`src/rtl/sorted_table_binary_search_unit_defines.svh`:
```
// assertion macros shared by the sorted table binary search unit
// no dependencies; included by modules that carry concurrent assertions
`ifndef SORTED_TABLE_BINARY_SEARCH_UNIT_DEFINES_SVH
`define SORTED_TABLE_BINARY_SEARCH_UNIT_DEFINES_SVH

// same-cycle implication, masked while reset is low
`define SBS_ASSERT_IMP(lbl, clk, rst_n, ante, cons, msg) \
    lbl: assert property (@(posedge clk) disable iff (!(rst_n)) (ante) |-> (cons)) \
        else $error(msg);

// next-cycle implication, masked while reset is low
`define SBS_ASSERT_NXT(lbl, clk, rst_n, ante, cons, msg) \
    lbl: assert property (@(posedge clk) disable iff (!(rst_n)) (ante) |=> (cons)) \
        else $error(msg);

`endif

```
`src/rtl/sbs_pkg.sv`:
```
// shared types and constants for the sorted table binary search unit
// no dependencies
`default_nettype none

package sbs_pkg;

    localparam int DEPTH   = 16;
    localparam int DATA_W  = 16;
    localparam int IDX_W   = $clog2(DEPTH);
    localparam int CNT_W   = IDX_W + 1;
    localparam int CFG_W   = 5;
    localparam int POS_W   = 4;
    localparam int INDEX_W = 4;
    localparam int PADDR_W = 3;
    localparam int PDATA_W = 32;

    localparam logic [PADDR_W-1:0] ADDR_TABLE_SIZE = 3'd0;
    localparam logic [CFG_W-1:0]   TABLE_SIZE_RST  = 5'd16;

    localparam logic ACT_WRITE  = 1'b0;
    localparam logic ACT_SEARCH = 1'b1;

    typedef struct packed {
        logic                     action;
        logic [INDEX_W-1:0]       index;
        logic signed [DATA_W-1:0] value;
    } t_sbs_in;

    typedef struct packed {
        logic             found;
        logic [POS_W-1:0] position;
    } t_sbs_out;

    typedef enum logic [1:0] {
        S_IDLE,
        S_PROBE,
        S_COMPARE,
        S_FINISH
    } t_sbs_state;

    typedef struct packed {
        logic wr;
        logic load;
        logic probe;
        logic step;
        logic finish;
    } t_sbs_cmd;

    typedef struct packed {
        logic range_ok;
        logic hit;
        logic out_busy;
    } t_sbs_status;

endpackage

`default_nettype wire

```
`src/rtl/sbs_ram.sv`:
```
// generic single-port-write, single-port-read ram with registered read data
// no dependencies
`default_nettype none

module sbs_ram #(
    parameter int WIDTH = 16,
    parameter int DEPTH = 16
) (
    input  wire logic                     i_clk,
    input  wire logic                     i_wr_en,
    input  wire logic [$clog2(DEPTH)-1:0] i_wr_addr,
    input  wire logic [WIDTH-1:0]         i_wr_data,
    input  wire logic                     i_rd_en,
    input  wire logic [$clog2(DEPTH)-1:0] i_rd_addr,
    output logic      [WIDTH-1:0]         o_rd_data
);

    logic [WIDTH-1:0] r_mem [DEPTH];
    logic [WIDTH-1:0] r_rd_data;

    always_ff @(posedge i_clk) begin
        if (i_wr_en) begin
            r_mem[i_wr_addr] <= i_wr_data;
        end
        if (i_rd_en) begin
            r_rd_data <= r_mem[i_rd_addr];
        end
    end

    assign o_rd_data = r_rd_data;

endmodule

`default_nettype wire

```
`src/rtl/sbs_ctrl.sv`:
```
// search sequencer: state machine that drives the datapath commands
// depends on sbs_pkg and the assertion macro header
`default_nettype none
`include "sorted_table_binary_search_unit_defines.svh"

module sbs_ctrl
    import sbs_pkg::*;
(
    input  wire logic        i_clk,
    input  wire logic        i_rst_n,
    input  wire logic        i_in_valid,
    input  wire logic        i_action,
    output logic             o_in_ready,
    input  wire t_sbs_status i_status,
    output t_sbs_cmd         o_cmd
);

    t_sbs_state r_state;
    t_sbs_state n_state;

    always_ff @(posedge i_clk) begin
        if (!i_rst_n) begin
            r_state <= S_IDLE;
        end else begin
            r_state <= n_state;
        end
    end

    always_comb begin
        n_state = r_state;
        unique case (r_state)
            S_IDLE: begin
                if (i_in_valid && (i_action == ACT_SEARCH)) begin
                    n_state = S_PROBE;
                end
            end
            S_PROBE: begin
                n_state = i_status.range_ok ? S_COMPARE : S_FINISH;
            end
            S_COMPARE: begin
                n_state = i_status.hit ? S_FINISH : S_PROBE;
            end
            S_FINISH: begin
                if (!i_status.out_busy) begin
                    n_state = S_IDLE;
                end
            end
            default: n_state = S_IDLE;
        endcase
    end

    always_comb begin
        o_cmd      = '0;
        o_in_ready = 1'b0;
        unique case (r_state)
            S_IDLE: begin
                o_in_ready  = 1'b1;
                o_cmd.wr    = i_in_valid && (i_action == ACT_WRITE);
                o_cmd.load  = i_in_valid && (i_action == ACT_SEARCH);
            end
            S_PROBE: begin
                o_cmd.probe = i_status.range_ok;
            end
            S_COMPARE: begin
                o_cmd.step = 1'b1;
            end
            S_FINISH: begin
                o_cmd.finish = !i_status.out_busy;
            end
            default: begin
                o_cmd = '0;
            end
        endcase
    end

    `SBS_ASSERT_NXT(a_probe_to_compare, i_clk, i_rst_n,
        (r_state == S_PROBE) && i_status.range_ok, r_state == S_COMPARE,
        "probe with bounds open did not move to compare")
    `SBS_ASSERT_NXT(a_miss_reprobes, i_clk, i_rst_n,
        (r_state == S_COMPARE) && !i_status.hit, r_state == S_PROBE,
        "compare miss did not return to probe")
    `SBS_ASSERT_IMP(a_finish_when_free, i_clk, i_rst_n,
        o_cmd.finish, !i_status.out_busy && (r_state == S_FINISH),
        "result loaded while output register busy")

endmodule

`default_nettype wire

```
`src/rtl/sbs_datapath.sv`:
```
// search datapath: entry ram, bounds, compare, result and output register
// depends on sbs_pkg, sbs_ram and the assertion macro header
`default_nettype none
`include "sorted_table_binary_search_unit_defines.svh"

module sbs_datapath
    import sbs_pkg::*;
(
    input  wire logic             i_clk,
    input  wire logic             i_rst_n,
    input  wire t_sbs_in          i_in_data,
    input  wire logic [CFG_W-1:0] i_table_size,
    input  wire t_sbs_cmd         i_cmd,
    output t_sbs_status           o_status,
    output logic                  o_out_valid,
    output t_sbs_out              o_out_data,
    input  wire logic             i_out_ready
);

    logic [CNT_W-1:0]         r_lo;
    logic [CNT_W-1:0]         n_lo;
    logic [CNT_W-1:0]         r_hend;
    logic [CNT_W-1:0]         n_hend;
    logic signed [DATA_W-1:0] r_key;
    logic                     r_found;
    logic                     n_found;
    logic [POS_W-1:0]         r_pos;
    logic [POS_W-1:0]         n_pos;
    logic                     r_out_valid;
    logic                     n_out_valid;
    t_sbs_out                 r_out;

    logic [CNT_W-1:0]         w_n;
    logic [CNT_W:0]           w_sum;
    logic [IDX_W-1:0]         w_mid;
    logic                     w_wr_ok;
    logic [DATA_W-1:0]        w_rd_data;
    logic signed [DATA_W-1:0] w_entry;

    // clamp the configured size to the table depth
    assign w_n = (32'(i_table_size) > DEPTH) ? CNT_W'(DEPTH) : CNT_W'(i_table_size);

    // midpoint of lo and hi = hend - 1, rounded down
    assign w_sum = (CNT_W+1)'(r_lo) + (CNT_W+1)'(r_hend) - (CNT_W+1)'(1);
    assign w_mid = w_sum[IDX_W:1];

    assign w_wr_ok = i_cmd.wr && (32'(i_in_data.index) < DEPTH);

    sbs_ram #(
        .WIDTH(DATA_W),
        .DEPTH(DEPTH)
    ) u_ram (
        .i_clk     (i_clk),
        .i_wr_en   (w_wr_ok),
        .i_wr_addr (IDX_W'(i_in_data.index)),
        .i_wr_data (i_in_data.value),
        .i_rd_en   (i_cmd.probe),
        .i_rd_addr (w_mid),
        .o_rd_data (w_rd_data)
    );

    assign w_entry = $signed(w_rd_data);

    always_comb begin
        n_lo    = r_lo;
        n_hend  = r_hend;
        n_found = r_found;
        n_pos   = r_pos;
        if (i_cmd.load) begin
            n_lo    = '0;
            n_hend  = w_n;
            n_found = 1'b0;
            n_pos   = '0;
        end else if (i_cmd.step) begin
            if (w_entry == r_key) begin
                n_found = 1'b1;
                n_pos   = POS_W'(w_mid);
            end else if (w_entry > r_key) begin
                n_hend = CNT_W'(w_mid);
            end else begin
                n_lo = CNT_W'(w_mid) + CNT_W'(1);
            end
        end
    end

    always_comb begin
        n_out_valid = r_out_valid;
        if (i_cmd.finish) begin
            n_out_valid = 1'b1;
        end else if (i_out_ready) begin
            n_out_valid = 1'b0;
        end
    end

    always_ff @(posedge i_clk) begin
        if (!i_rst_n) begin
            r_lo        <= '0;
            r_hend      <= '0;
            r_found     <= 1'b0;
            r_pos       <= '0;
            r_out_valid <= 1'b0;
        end else begin
            r_lo        <= n_lo;
            r_hend      <= n_hend;
            r_found     <= n_found;
            r_pos       <= n_pos;
            r_out_valid <= n_out_valid;
        end
    end

    always_ff @(posedge i_clk) begin
        if (i_cmd.load) begin
            r_key <= i_in_data.value;
        end
        if (i_cmd.finish) begin
            r_out.found    <= r_found;
            r_out.position <= r_pos;
        end
    end

    assign o_status.range_ok = r_lo < r_hend;
    assign o_status.hit      = w_entry == r_key;
    assign o_status.out_busy = r_out_valid && !i_out_ready;

    assign o_out_valid = r_out_valid;
    assign o_out_data  = r_out;

    `SBS_ASSERT_IMP(a_bounds_ordered, i_clk, i_rst_n,
        1'b1, r_lo <= r_hend,
        "low bound passed the high bound")
    `SBS_ASSERT_IMP(a_hend_in_table, i_clk, i_rst_n,
        1'b1, 32'(r_hend) <= DEPTH,
        "high bound beyond table depth")
    `SBS_ASSERT_NXT(a_finish_shows_result, i_clk, i_rst_n,
        i_cmd.finish, r_out_valid && (r_out.found || (r_out.position == '0)),
        "finished search not presented, or miss with nonzero position")

endmodule

`default_nettype wire

```
`src/rtl/sorted_table_binary_search_unit.sv`:
```
// top level of the sorted table binary search unit: apb register, sequencer
// and datapath; depends on sbs_pkg, sbs_ctrl, sbs_datapath (and sbs_ram)
`default_nettype none

// Holds a table of DEPTH signed entries (16 x 16 bits) in a small ram and
// searches it for a key. An input transaction with action = write stores
// value at index (an index at or above DEPTH is dropped); it gives no
// result. An input transaction with action = search runs a classic binary
// search over entries 0 .. table_size-1 (table_size above DEPTH is clamped
// to DEPTH) and gives exactly one result transaction: found, and position
// of the first probed match, or found = 0 and position = 0. A search is
// accepted in IDLE; each probe then puts the ram read address out (PROBE)
// and compares the registered read data (COMPARE), and FINISH loads the
// output register, waiting while that register still holds a result not
// yet taken. A miss ends on a PROBE that finds the bounds crossed (an empty
// table goes straight there). A search makes at most floor(log2(n)) + 1
// probes, five for n = 16; each probe needs both PROBE and COMPARE since the
// ram's read port is registered. Searches run one at a time; a new
// transaction is accepted while a finished result still waits in the output
// register. table_size is at byte address 0 of the apb port (reset 16) and
// may only be written while no search is in flight. Entries never written
// hold unknown data; searching over them gives an unspecified result.

module sorted_table_binary_search_unit
    import sbs_pkg::*;
(
    input  wire logic               i_clk,
    input  wire logic               i_rst_n,
    // input channel
    input  wire logic               i_in_valid,
    output logic                    o_in_ready,
    input  wire t_sbs_in            i_in_data,
    // result channel
    output logic                    o_out_valid,
    input  wire logic               i_out_ready,
    output t_sbs_out                o_out_data,
    // apb configuration port
    input  wire logic               psel,
    input  wire logic               penable,
    input  wire logic               pwrite,
    input  wire logic [PADDR_W-1:0] paddr,
    input  wire logic [PDATA_W-1:0] pwdata,
    output logic      [PDATA_W-1:0] prdata,
    output logic                    pready
);

    logic [CFG_W-1:0] r_table_size;
    logic [CFG_W-1:0] n_table_size;
    logic             w_cfg_wr;
    t_sbs_cmd         w_cmd;
    t_sbs_status      w_status;

    // apb write completes in the access phase; no wait states
    assign pready   = 1'b1;
    assign w_cfg_wr = psel && penable && pwrite && (paddr == ADDR_TABLE_SIZE);

    always_comb begin
        n_table_size = r_table_size;
        if (w_cfg_wr) begin
            n_table_size = pwdata[CFG_W-1:0];
        end
    end

    always_ff @(posedge i_clk) begin
        if (!i_rst_n) begin
            r_table_size <= TABLE_SIZE_RST;
        end else begin
            r_table_size <= n_table_size;
        end
    end

    // register read back; unmapped addresses read as zero
    always_comb begin
        prdata = '0;
        if (paddr == ADDR_TABLE_SIZE) begin
            prdata = PDATA_W'(r_table_size);
        end
    end

    // sequencer: one search at a time, writes pass straight to the ram
    sbs_ctrl u_ctrl (
        .i_clk      (i_clk),
        .i_rst_n    (i_rst_n),
        .i_in_valid (i_in_valid),
        .i_action   (i_in_data.action),
        .o_in_ready (o_in_ready),
        .i_status   (w_status),
        .o_cmd      (w_cmd)
    );

    // bounds, compare and output register
    sbs_datapath u_datapath (
        .i_clk        (i_clk),
        .i_rst_n      (i_rst_n),
        .i_in_data    (i_in_data),
        .i_table_size (r_table_size),
        .i_cmd        (w_cmd),
        .o_status     (w_status),
        .o_out_valid  (o_out_valid),
        .o_out_data   (o_out_data),
        .i_out_ready  (i_out_ready)
    );

endmodule

`default_nettype wire

```
`config.mk`:
```
export PLATFORM = sky130hd
export DESIGN_NAME = sorted_table_binary_search_unit
export DESIGN_NICKNAME = d
export VERILOG_FILES = /design/src/rtl/sbs_pkg.sv /design/src/rtl/sbs_ram.sv /design/src/rtl/sbs_ctrl.sv /design/src/rtl/sbs_datapath.sv /design/src/rtl/sorted_table_binary_search_unit.sv
export VERILOG_INCLUDE_DIRS = /design/src /design/src/rtl
export SDC_FILE = /design/constraint.sdc
export NUM_CORES = 1
export LEC_CHECK = 0
export BUFFER_PORTS_ARGS = -buffer_cell sky130_fd_sc_hd__buf_2
export CORE_ASPECT_RATIO = 0.7
export CORE_UTILIZATION = 50
export CTS_CLUSTER_DIAMETER = 120
export DETAILED_ROUTE_END_ITERATION = 7
export GPL_TIMING_DRIVEN = 0
export HOLD_SLACK_MARGIN = 0.02
export PLACE_DENSITY = 0.67
export SETUP_SLACK_MARGIN = 0.05
export SYNTH_ARGS = -nofsm -noshare
export SYNTH_HDL_FRONTEND = slang
export SYNTH_SLANG_ARGS = --single-unit
```
`constraint.sdc`:
```
create_clock -name i_clk -period 3.88 [get_ports i_clk]
set_clock_uncertainty 0.2 [all_clocks]
set_input_delay 0.582 -clock i_clk [delete_from_list [all_inputs] [get_ports i_clk]]
set_output_delay 0.582 -clock i_clk [all_outputs]
set_load 0.01 [all_outputs]
```
Word level (Yosys, flattened, before mapping)
Memories as Yosys holds them, arrays and structs flattened. A register that Yosys moved wholly into a read port is not among the register bits.
Cells that the tools add are included.
{"block": "word_totals", "output_inout_bits": 40, "n_memories": 1, "register_bits": 44, "mem_bits_rw": 256, "in_bits": 63}
{"block": "classes", "n_mux": 20, "bitwise": 4, "reduce_logical": 18, "addsub": 3, "n_lt_le_gt_ge": 3, "n_eq_ne": 7}
{"name": "u_datapath.u_ram.r_mem", "words": 16, "width": 16, "read_ports": 1, "rd_clocked_by_memory_dff": 1, "wr": 1, "line": "sbs_ram.sv:18", "source": "logic [WIDTH-1:0] r_mem [DEPTH];"}
{"cell": "5-bit 2-to-1 mux", "count": 6}
{"cell": "16-bit == test", "count": 1}
{"cell": "16-bit greater-than comparator", "count": 1}
{"cell": "1-bit 2-to-1 mux", "count": 9}
{"cell": "2-bit 2-to-1 mux", "count": 4}
{"cell": "2-bit case mux with 4 select lines", "count": 1}
{"cell": "1-bit logical AND", "count": 6}
{"cell": "3-bit AND reduction", "count": 2}
{"cell": "2-bit nonzero test", "count": 3}
{"cell": "4-bit by 1-bit adder with 5-bit output (second input constant)", "count": 1}
{"cell": "5-bit adder", "count": 1}
{"cell": "5-bit greater-than comparator (second input constant)", "count": 1}
{"cell": "5-bit < comparator", "count": 1}
{"cell": "5-bit by 1-bit subtractor with 5-bit output (second input constant)", "count": 1}
{"cell": "2-bit == test (second input constant)", "count": 2}
{"cell": "2-bit != test (second input constant)", "count": 2}
{"cell": "1-bit inverter", "count": 4}
{"cell": "2-bit AND reduction", "count": 2}
{"cell": "3-bit zero test", "count": 1}
{"cell": "2-bit by 1-bit == test with 1-bit output (second input constant)", "count": 1}
{"cell": "1-bit zero test", "count": 2}
{"cell": "2-bit zero test", "count": 1}
{"cell": "2-bit by 1-bit != test with 1-bit output (second input constant)", "count": 1}
{"cell": "2-bit OR reduction", "count": 1}

Depth between registers and ports, before layout
Gate-level depths: netlist of the first run.
{"block": "logic_depth", "ltp_word": 6, "ltp_mapped": 11, "ltp_nobuf": 10}

Cells and area by module
A second synthesis of the first run with hierarchy kept.
{"block": "unflattened", "hier_cells": 705, "area_unflattened_um2": 12832.3}
{"module": "sbs_ram", "n_inst": 1, "cells_per_inst": 432, "area_each_um2": 10203.5, "seq_area_each_um2": 8167.8}
{"module": "sbs_datapath", "n_inst": 1, "cells_per_inst": 197, "area_each_um2": 2025.7, "seq_area_each_um2": 950.9}
{"module": "sorted_table_binary_search_unit", "n_inst": 1, "cells_per_inst": 60, "area_each_um2": 479.2, "seq_area_each_um2": 100.1}
{"module": "sbs_ctrl", "n_inst": 1, "cells_per_inst": 16, "area_each_um2": 123.9, "seq_area_each_um2": 40.0}

Worst setup path after synthesis of the first run
No wires, ideal clock.
{"block": "synth_path", "path_kind": "register to register", "startpoint": "register u_datapath.r_lo[1]", "endpoint": "register u_datapath.u_ram.r_rd_data[4], in the netlist u_datapath.u_ram.o_rd_data[4] (read register of u_datapath.u_ram.r_mem) (data pin)", "setup_slack_ps": 772, "stages_incl_launch_ff": 11, "t_arrival_ps": 2638, "cell_sequence": "dfxtp_1 -> inv_1 -> ha_1 -> inv_1 -> ha_1 -> fa_1 -> clkbuf_1 -> clkbuf_1 -> mux4_2 -> mux2i_1 -> a21oi_1"}
{"block": "synth_between", "elab_chain_cells": 2, "elab_cells_between_ends": 4}
{"item": "start, declared", "line": "sbs_datapath.sv:20", "source": "logic [CNT_W-1:0] r_lo;"}
{"item": "start signal, assigned", "line": "sbs_datapath.sv:103", "source": "r_lo <= n_lo;"}
{"item": "5-bit adder", "line": "sbs_datapath.sv:44", "source": "assign w_sum = (CNT_W+1)'(r_lo) + (CNT_W+1)'(r_hend) - (CNT_W+1)'(1);"}
{"item": "5-bit by 1-bit subtractor with 5-bit output", "line": "sbs_datapath.sv:44"}
{"item": "via u_datapath.u_ram.i_rd_addr[1]", "line": "sbs_ram.sv:14", "source": "input wire logic [$clog2(DEPTH)-1:0] i_rd_addr,"}
{"item": "end, declared", "line": "sbs_ram.sv:19", "source": "logic [WIDTH-1:0] r_rd_data;"}
The timed path passes the listed nets, and every way through them passes these cells.
A chain may end at the register's enable or synchronous reset.

Final worst setup path of the first run
{"block": "layout_path", "startpoint": "register u_datapath.r_hend[1]", "endpoint": "register u_datapath.u_ram.r_rd_data[15], in the netlist u_datapath.u_ram.o_rd_data[15] (read register of u_datapath.u_ram.r_mem) (data pin)"}
{"block": "layout_between", "elab_chain_cells": 2, "elab_cells_between_ends": 4}
{"item": "start, declared", "line": "sbs_datapath.sv:22", "source": "logic [CNT_W-1:0] r_hend;"}
{"item": "start signal, assigned", "line": "sbs_datapath.sv:104", "source": "r_hend <= n_hend;"}
{"item": "5-bit adder", "line": "sbs_datapath.sv:44"}
{"item": "5-bit by 1-bit subtractor with 5-bit output", "line": "sbs_datapath.sv:44"}
{"item": "via u_datapath.u_ram.i_rd_addr[1]", "line": "sbs_ram.sv:14"}
The timed path passes the listed nets, and every way through them passes these cells.

==> flow_metrics.py, run 1 <==
metrics = {
    "outcome": {
        "outcome": "finished, final reports clean",
    },
    "layout": {
        "post-route-util_pct": 60.06,
        "regArea_um2": 9259,
        "multiInputGateArea_um2": 3292,
        "num_antenna_cells": 0,
        "drive_above_1_share_pct": 28.08,
        "final_common_cell": "edfxtp_1",
        "syn2layout_area_growth_pct": 16.56,
        "nets": 911,
        "final_cell_area_um2": 14970,
        "mostFrequentLayoutCells": "edfxtp_1 (293), mux4_2 (64), buf_2 (57)",
        "fillers": 1792,
    },
    "sta": {
        "max_freq_mhz": 272.9,
        "maxSlewHeadroom_pct": 20.23,
        "final_hold_viol_count": 0,
        "rsz0062_at_grt": "no",
        "worst_pin_slew_ps": 1188,
        "setup_viol": 0,
        "drv_slew": 0,
        "fin_crit_sh_pct": 94.44,
        "fin_tns_setup_ps": 0,
        "timing.final.crit_period_ps": 3664,
    },
    "worst_setup_path": {
        "r2r_slack_ps": 220,
        "end_kind": "register",
        "crit_slowest_cell": "fa_1",
        "r2r_start": "u_datapath.r_hend[1]$_SDFFE_PN0P_",
        "critPathMaxStageDelay_ps": 670,
        "crit_type": "register to register",
        "cp_max_fo": 10,
        "reg2reg_depth": 10,
        "r2r_end": "u_datapath.u_ram.o_rd_data[15]$_DFFE_PP_",
        "worst_ep_required_time_ps": 3940,
        "crit_path_start_kind": "register",
        "crit_chain": "inv_1 -> ha_1 -> inv_1 -> ha_1 -> fa_1 -> clkbuf_2 -> mux4_2 -> nor2b_1 -> a211oi_1 -> a21oi_1",
        "worstPathArrival_ps": 3720,
    },
    "drt": {
        "dr.pass1.iters": 7,
        "initialDrtViolationCount": 510,
        "met3_length_um": 1766,
        "remaining_drc_errors": 0,
        "wl_met1_um": 12240,
        "vias_per_cell": 5.549,
        "drtAntennaViolNets": 0,
        "vias": 6487,
        "topRoutingLayerUsed": "met4",
        "wirelength_um": 26400,
        "dr_wl_met2_um": 11840,
        "wl_per_cell_um": 22.58,
    },
    "cts": {
        "clk_pin_slew_ps": 60,
        "clockRootBuffer": "clkbuf_16",
        "cts_tree": "yes",
        "cts_setup_buffers": 0,
        "cts_buffer_depth": 3,
        "cts_hold_buf": 0,
        "htree_num_levels": 1,
        "clock_latency_ps": 560,
        "clock_sinks": 316,
        "cts-buffers-inserted": 30,
    },
    "synth": {
        "yosysSeqAreaShare_pct": 72.10,
        "yosys_warnings": 0,
        "synth-simple-area-share_pct": 4.248,
        "ys.flop_type": "edfxtp_1",
        "synth_area_um2": 12840,
        "ys_seq_elements": 316,
        "synth_fa_ha_area_share_pct": 2.787,
        "synth_edf_count": 293,
        "postSynthAreaPerCell_um2": 18.40,
        "synth_compound_area_share_pct": 3.332,
        "synth_xor_area_share_pct": 0.3410,
        "synth_cell_type_count": 51,
        "synthCells": 698,
        "synth_top_family_by_area": "multiplexers",
        "muxShareOfSynthArea_pct": 13.64,
        "synthArstFlopShare_pct": 0,
    },
    "worst_hold_path": {
        "min_to": "r_table_size[4]$_SDFFE_PN1P_",
        "whs_path_depth": 3,
        "worstHoldStart": "pwdata[4]",
        "hold_class": "primary input to register",
    },
    "power_and_ir_drop": {
        "peakVddDrop_mv": 0.3953,
        "leakagePower_nw": 5.316,
        "powerDensity_nw_per_um2": 514.9,
        "power_mw": 7.708,
    },
    "floorplanning": {
        "die_height_um": 136.1,
        "io_pins": 103,
        "rows": 48,
        "start_util_pct": 51.52,
        "core_um2": 24920,
        "die-area_um2": 26340,
        "die_x_um": 193.5,
    },
    "global_routing": {
        "grtUsageTotal_pct": 20.64,
        "grt_pass1_vias": 6429,
        "grt_pass1_wl_um": 39580,
        "grt-ovfl-total": 0,
        "antenna_found_initial": 0,
        "grt_max_degree": 19,
    },
    "placed_design": {
        "dpl_cell_area_um2": 13980,
        "io_buffers": 47,
        "dp_hpwl_um": 17920,
        "gp_congestion": 0.8028,
    },
    "run": {
        "maxCapViolations": 0,
    },
}
cell usage after synthesis, types with 3 or more instances:
master | n | area share (%)
inv_1 | 33 | 0.96
nand2_1 | 13 | 0.38
xnor2_1 | 3 | 0.20
nor3_1 | 5 | 0.19
a21o_1 | 5 | 0.29
mux4_2 | 64 | 11
clkbuf_1 | 16 | 0.47
buf_2 | 10 | 0.39
o21ai_0 | 4 | 0.16
nand3_1 | 5 | 0.19
dfxtp_1 | 23 | 3.6
buf_4 | 28 | 1.6
a21oi_1 | 26 | 1.0
ha_1 | 27 | 2.6
nor2b_1 | 24 | 1.2
mux2i_1 | 31 | 2.4
nor2_1 | 25 | 0.73
and2_1 | 6 | 0.29
edfxtp_1 | 293 | 69
a211oi_1 | 17 | 0.99
nand2b_1 | 6 | 0.29
layer usage:
metal	up-vias	global-route usage, %
li1	2941	-
met4	0	5.378
met2	220	31.63
met3	37	3.175
met5	-	0
met1	3289	31.15
worst max-delay path, delay by kind of cell (launching register included):
kind | cells | cell delay (ps)
multiplexers | 1 | 380
flip-flops | 1 | 360
adder cells (fa/ha/maj) | 3 | 1180
buffers and inverters | 3 | 520
AND/OR/NAND/NOR | 1 | 150
AO/OA/AOI/OAI | 2 | 570
kinds of logic after synthesis:
family	Yosys count
mux	95
simple gates	99
buf+inv	88
xor+xnor	5
compound gates	65
other cells	2
flops	316
fa+ha+maj	28
sequential cells by signal (all words and copies together), names as in the netlist, 4 cells and up:
name,count
r_table_size,5
u_datapath.o_out_data,5
u_datapath.u_ram.o_rd_data,16
u_datapath.r_hend,5
u_datapath.r_pos,4
u_datapath.r_key,16
u_datapath.u_ram.r_mem,256
u_datapath.r_lo,5
how the worst max path moves through the flow:
stage,startpoint,endpoint,slack [ps]
after floorplan,u_datapath.r_lo[1]$_SDFFE_PP0P_,u_datapath.u_ram.o_rd_data[4]$_DFFE_PP_,770
after global placement,i_in_data[20],u_datapath.u_ram.r_mem[0][12]$_DFFE_PP_,-790
after global routing,u_datapath.r_lo[1]$_SDFFE_PP0P_,u_datapath.u_ram.o_rd_data[15]$_DFFE_PP_,50
final,u_datapath.r_hend[1]$_SDFFE_PN0P_,u_datapath.u_ram.o_rd_data[15]$_DFFE_PP_,220
after CTS,u_datapath.r_hend[1]$_SDFFE_PN0P_,u_datapath.u_ram.o_rd_data[1]$_DFFE_PP_,190
after detailed placement,u_datapath.r_hend[1]$_SDFFE_PN0P_,u_datapath.u_ram.o_rd_data[1]$_DFFE_PP_,-230
power by group:
group,switching (mW),internal (mW),leakage [nW]
Clock,1.21,1.60,0.475
Sequential,0.0170,3.81,2.83
Combinational,0.647,0.425,2.01
stage by stage:
stage	hold WS, ps	std cells	setup WS, ps
6_report	60.34	1169	215.5
2_1_floorplan	208.0	724	771.6
3_5_place_dp	219.0	1113	-231.3
4_1_cts	44.45	1169	190.6
5_1_grt	59.53	1169	53.83
3_3_place_gp	212.9	1096	-789.7
timing repair:
item                                   in CTS  in global routing
endpoints found under the hold margin       0                  0
cloned                                      0                  0
setup endpoints to repair                  16                  1
resized for setup                           5                  2
layout make-up:
type	count	share of cell area, %
Tap cell	325	2.717
Timing Repair Buffer	64	3.904
Clock buffer	42	5.659
Multi-Input combinational cell	320	21.99
Sequential cell	316	61.86
Clock inverter	14	0.8359
Inverter	33	0.8276
Buffer	55	2.207
No activity file was read; power rests on OpenSTA's default activity.
==> run 2, diff against run 1 <==
Settings changed: RECOVER_POWER set to 100.
==> run 2 against run 1 <==
  * The run now ends with capacitance limit left
  * Wire length rose by 0.17%
  * Register-to-register slack got worse by 20 ps
  * Fmax shrank 0.58%
  * Critical path depth down 3
  * Via count increased by 0.40%
  * Cell count did not move
==> flow_metrics.py, run 2 (synthesized netlist as in run 1, its figures left out) <==
metrics = {
    "floorplanning": {
        "die_x_um": 193.5,
        "rows": 48,
        "die_height_um": 136.1,
        "core_um2": 24920,
        "io_pins": 103,
        "die-area_um2": 26340,
        "start_util_pct": 51.52,
    },
    "power_and_ir_drop": {
        "seq_power_share_pct": 49.7,
        "switchingPower_mw": 1.872,
        "p_comb_share_pct": 13.7,
        "powerDensity_nw_per_um2": 525.7,
        "p_int_mw": 5.824,
        "peakVddDrop_mv": 0.3954,
        "p_clk_share_pct": 36.5,
        "p_sw_share_pct": 24.33,
        "leakagePower_nw": 5.192,
    },
    "worst_setup_path": {
        "cp_common_cell": "clkbuf_1",
        "crit_type": "register to register",
        "reg2reg_depth": 7,
        "end_kind": "register",
        "crit_slowest_cell": "nor4b_1",
        "cpLargestDelayFamily": "simple AND/OR/NAND/NOR gates",
        "crit_buf_inv": 3,
        "crit_path_start_kind": "register",
        "crit_cells": 7,
        "worstPathArrival_ps": 3690,
        "cp-startpoint": "u_ctrl.r_state[1]$_SDFFE_PN0P_",
        "critPathMaxStageDelay_ps": 980,
        "cp_max_fo": 8,
        "worst_ep_required_time_ps": 3890,
        "crit_chain": "clkbuf_1 -> nor4b_1 -> nor2b_1 -> nand2_1 -> nor3_1 -> buf_6 -> clkbuf_1",
        "r2r_start": "u_ctrl.r_state[1]$_SDFFE_PN0P_",
    },
    "layout": {
        "instances_no_fill": 1169,
        "post-route-util_pct": 58.74,
        "mostFrequentLayoutCells": "edfxtp_1 (293), mux4_2 (64), clkbuf_1 (52)",
        "largest_reg_flops": 256,
        "nets": 911,
        "syn2layout_area_growth_pct": 14.01,
        "num_antenna_cells": 0,
        "final_common_cell": "edfxtp_1",
        "regMostFlops": "u_datapath.u_ram.r_mem",
        "drive_above_1_share_pct": 22.04,
    },
    "global_routing": {
        "grt-ovfl-total": 0,
        "grt_pass1_vias": 6429,
        "grt_pass1_wl_um": 39580,
        "grtUsageTotal_pct": 20.64,
        "antenna_found_initial": 0,
        "grt_max_degree": 19,
    },
    "drt": {
        "vias": 6513,
        "vias_per_cell": 5.571,
        "dr.pass1.iters": 5,
        "wirelength_um": 26440,
        "remaining_drc_errors": 0,
        "initialDrtViolationCount": 581,
        "drtAntennaViolNets": 0,
        "wl_per_cell_um": 22.62,
    },
    "run": {
        "maxCapViolations": 1,
    },
    "outcome": {
        "violations": "capacitance limit",
        "outcome": "finished with violations",
    },
    "cts": {
        "cts_tree": "yes",
        "clockRootBuffer": "clkbuf_16",
        "clock_sinks": 316,
        "clock_latency_ps": 560,
        "clk_pin_slew_ps": 60,
        "cts_setup_buffers": 0,
        "htree_num_levels": 1,
        "cts_hold_buf": 0,
        "cts_buffer_depth": 3,
        "cts-buffers-inserted": 30,
    },
    "placed_design": {
        "placed_cells": 1113,
        "gp_congestion": 0.8028,
        "dp_hpwl_um": 17920,
        "io_buffers": 47,
    },
    "sta": {
        "final_hold_viol_count": 0,
        "rsz0062_at_grt": "no",
        "maxSlewHeadroom_pct": 1.578,
        "drv_slew": 0,
        "fin_crit_sh_pct": 94.99,
        "setup_viol": 0,
        "timing.final.crit_period_ps": 3686,
        "worst_pin_slew_ps": 1471,
        "worst_hold_slack_ps": 60.24,
        "max_freq_mhz": 271.3,
    },
    "worst_hold_path": {
        "worstHoldStart": "pwdata[4]",
        "hold_class": "primary input to register",
        "whs_path_depth": 3,
    },
}
==> run 2: path summary, 6_finish.rpt <==
path	to	slack, ps
setup reg to reg	u_datapath.u_ram.r_mem[8][10]$_DFFE_PP_	190
hold / removal	r_table_size[4]$_SDFFE_PN1P_	60
hold reg to reg	u_datapath.o_out_data[2]$_DFFE_PP_	230
setup / recovery	u_datapath.u_ram.r_mem[8][10]$_DFFE_PP_	190
==> run 2: final cells by class <==
cell class	instances	area [um2]
Timing Repair Buffer	64	309.0
Clock buffer	42	847.1
Clock inverter	14	125.1
Fill cell	1848	10280
Buffer	55	330.3
Sequential cell	316	9259
Multi-Input combinational cell	320	3239
Tap cell	325	406.6
Inverter	33	123.9
==> run 2: power by group through the flow <==
stage / clock [mW] / combinational [mW] / sequential, mW
2_1_floorplan: 0 / 0.706 / 3.89
5_1_grt: 3.00 / 1.15 / 3.83
3_5_place_dp: 0 / 1.07 / 3.90
3_3_place_gp: 0 / 1.04 / 3.89
6_report: 2.81 / 1.06 / 3.83
4_1_cts: 2.87 / 1.08 / 3.82
==> run 2: through the flow <==
step           setup WS, ps  TNS (ps)  instance area (um2)  power [mW]
5_1_grt               43.25         0                14640       7.978
3_3_place_gp         -789.7    -50230                13580       4.932
6_report              194.3         0                14640       7.696
4_1_cts               190.6         0                14970       7.773
3_5_place_dp         -231.3     -2886                13980       4.963
2_1_floorplan         771.6         0                12940       4.598
==> run 2: timing repair <==
item / CTS / global route
resized for setup: 5 / 2
endpoints found under the setup margin: 16 / 1
cloned: 0 / 0
==> run 2: worst register-to-register path, stage by stage, from the launching register on <==
cell	delay, ps
dfxtp_1	300
clkbuf_1	160
nor4b_1	980
nor2b_1	300
nand2_1	150
nor3_1	610
buf_6	260
clkbuf_1	380
==> run 2: metal layers <==
metal  part of all wire (%)  global-route usage (%)  vias to the layer above  wire [um]
li1                       -                       -                     2938          -
met5                      0                       0                        -          0
met2                     45                   31.63                      225      11870
met1                     46                   31.15                     3311      12230
met4                    2.1                   5.378                        0        561
met3                    6.7                   3.175                       39       1772
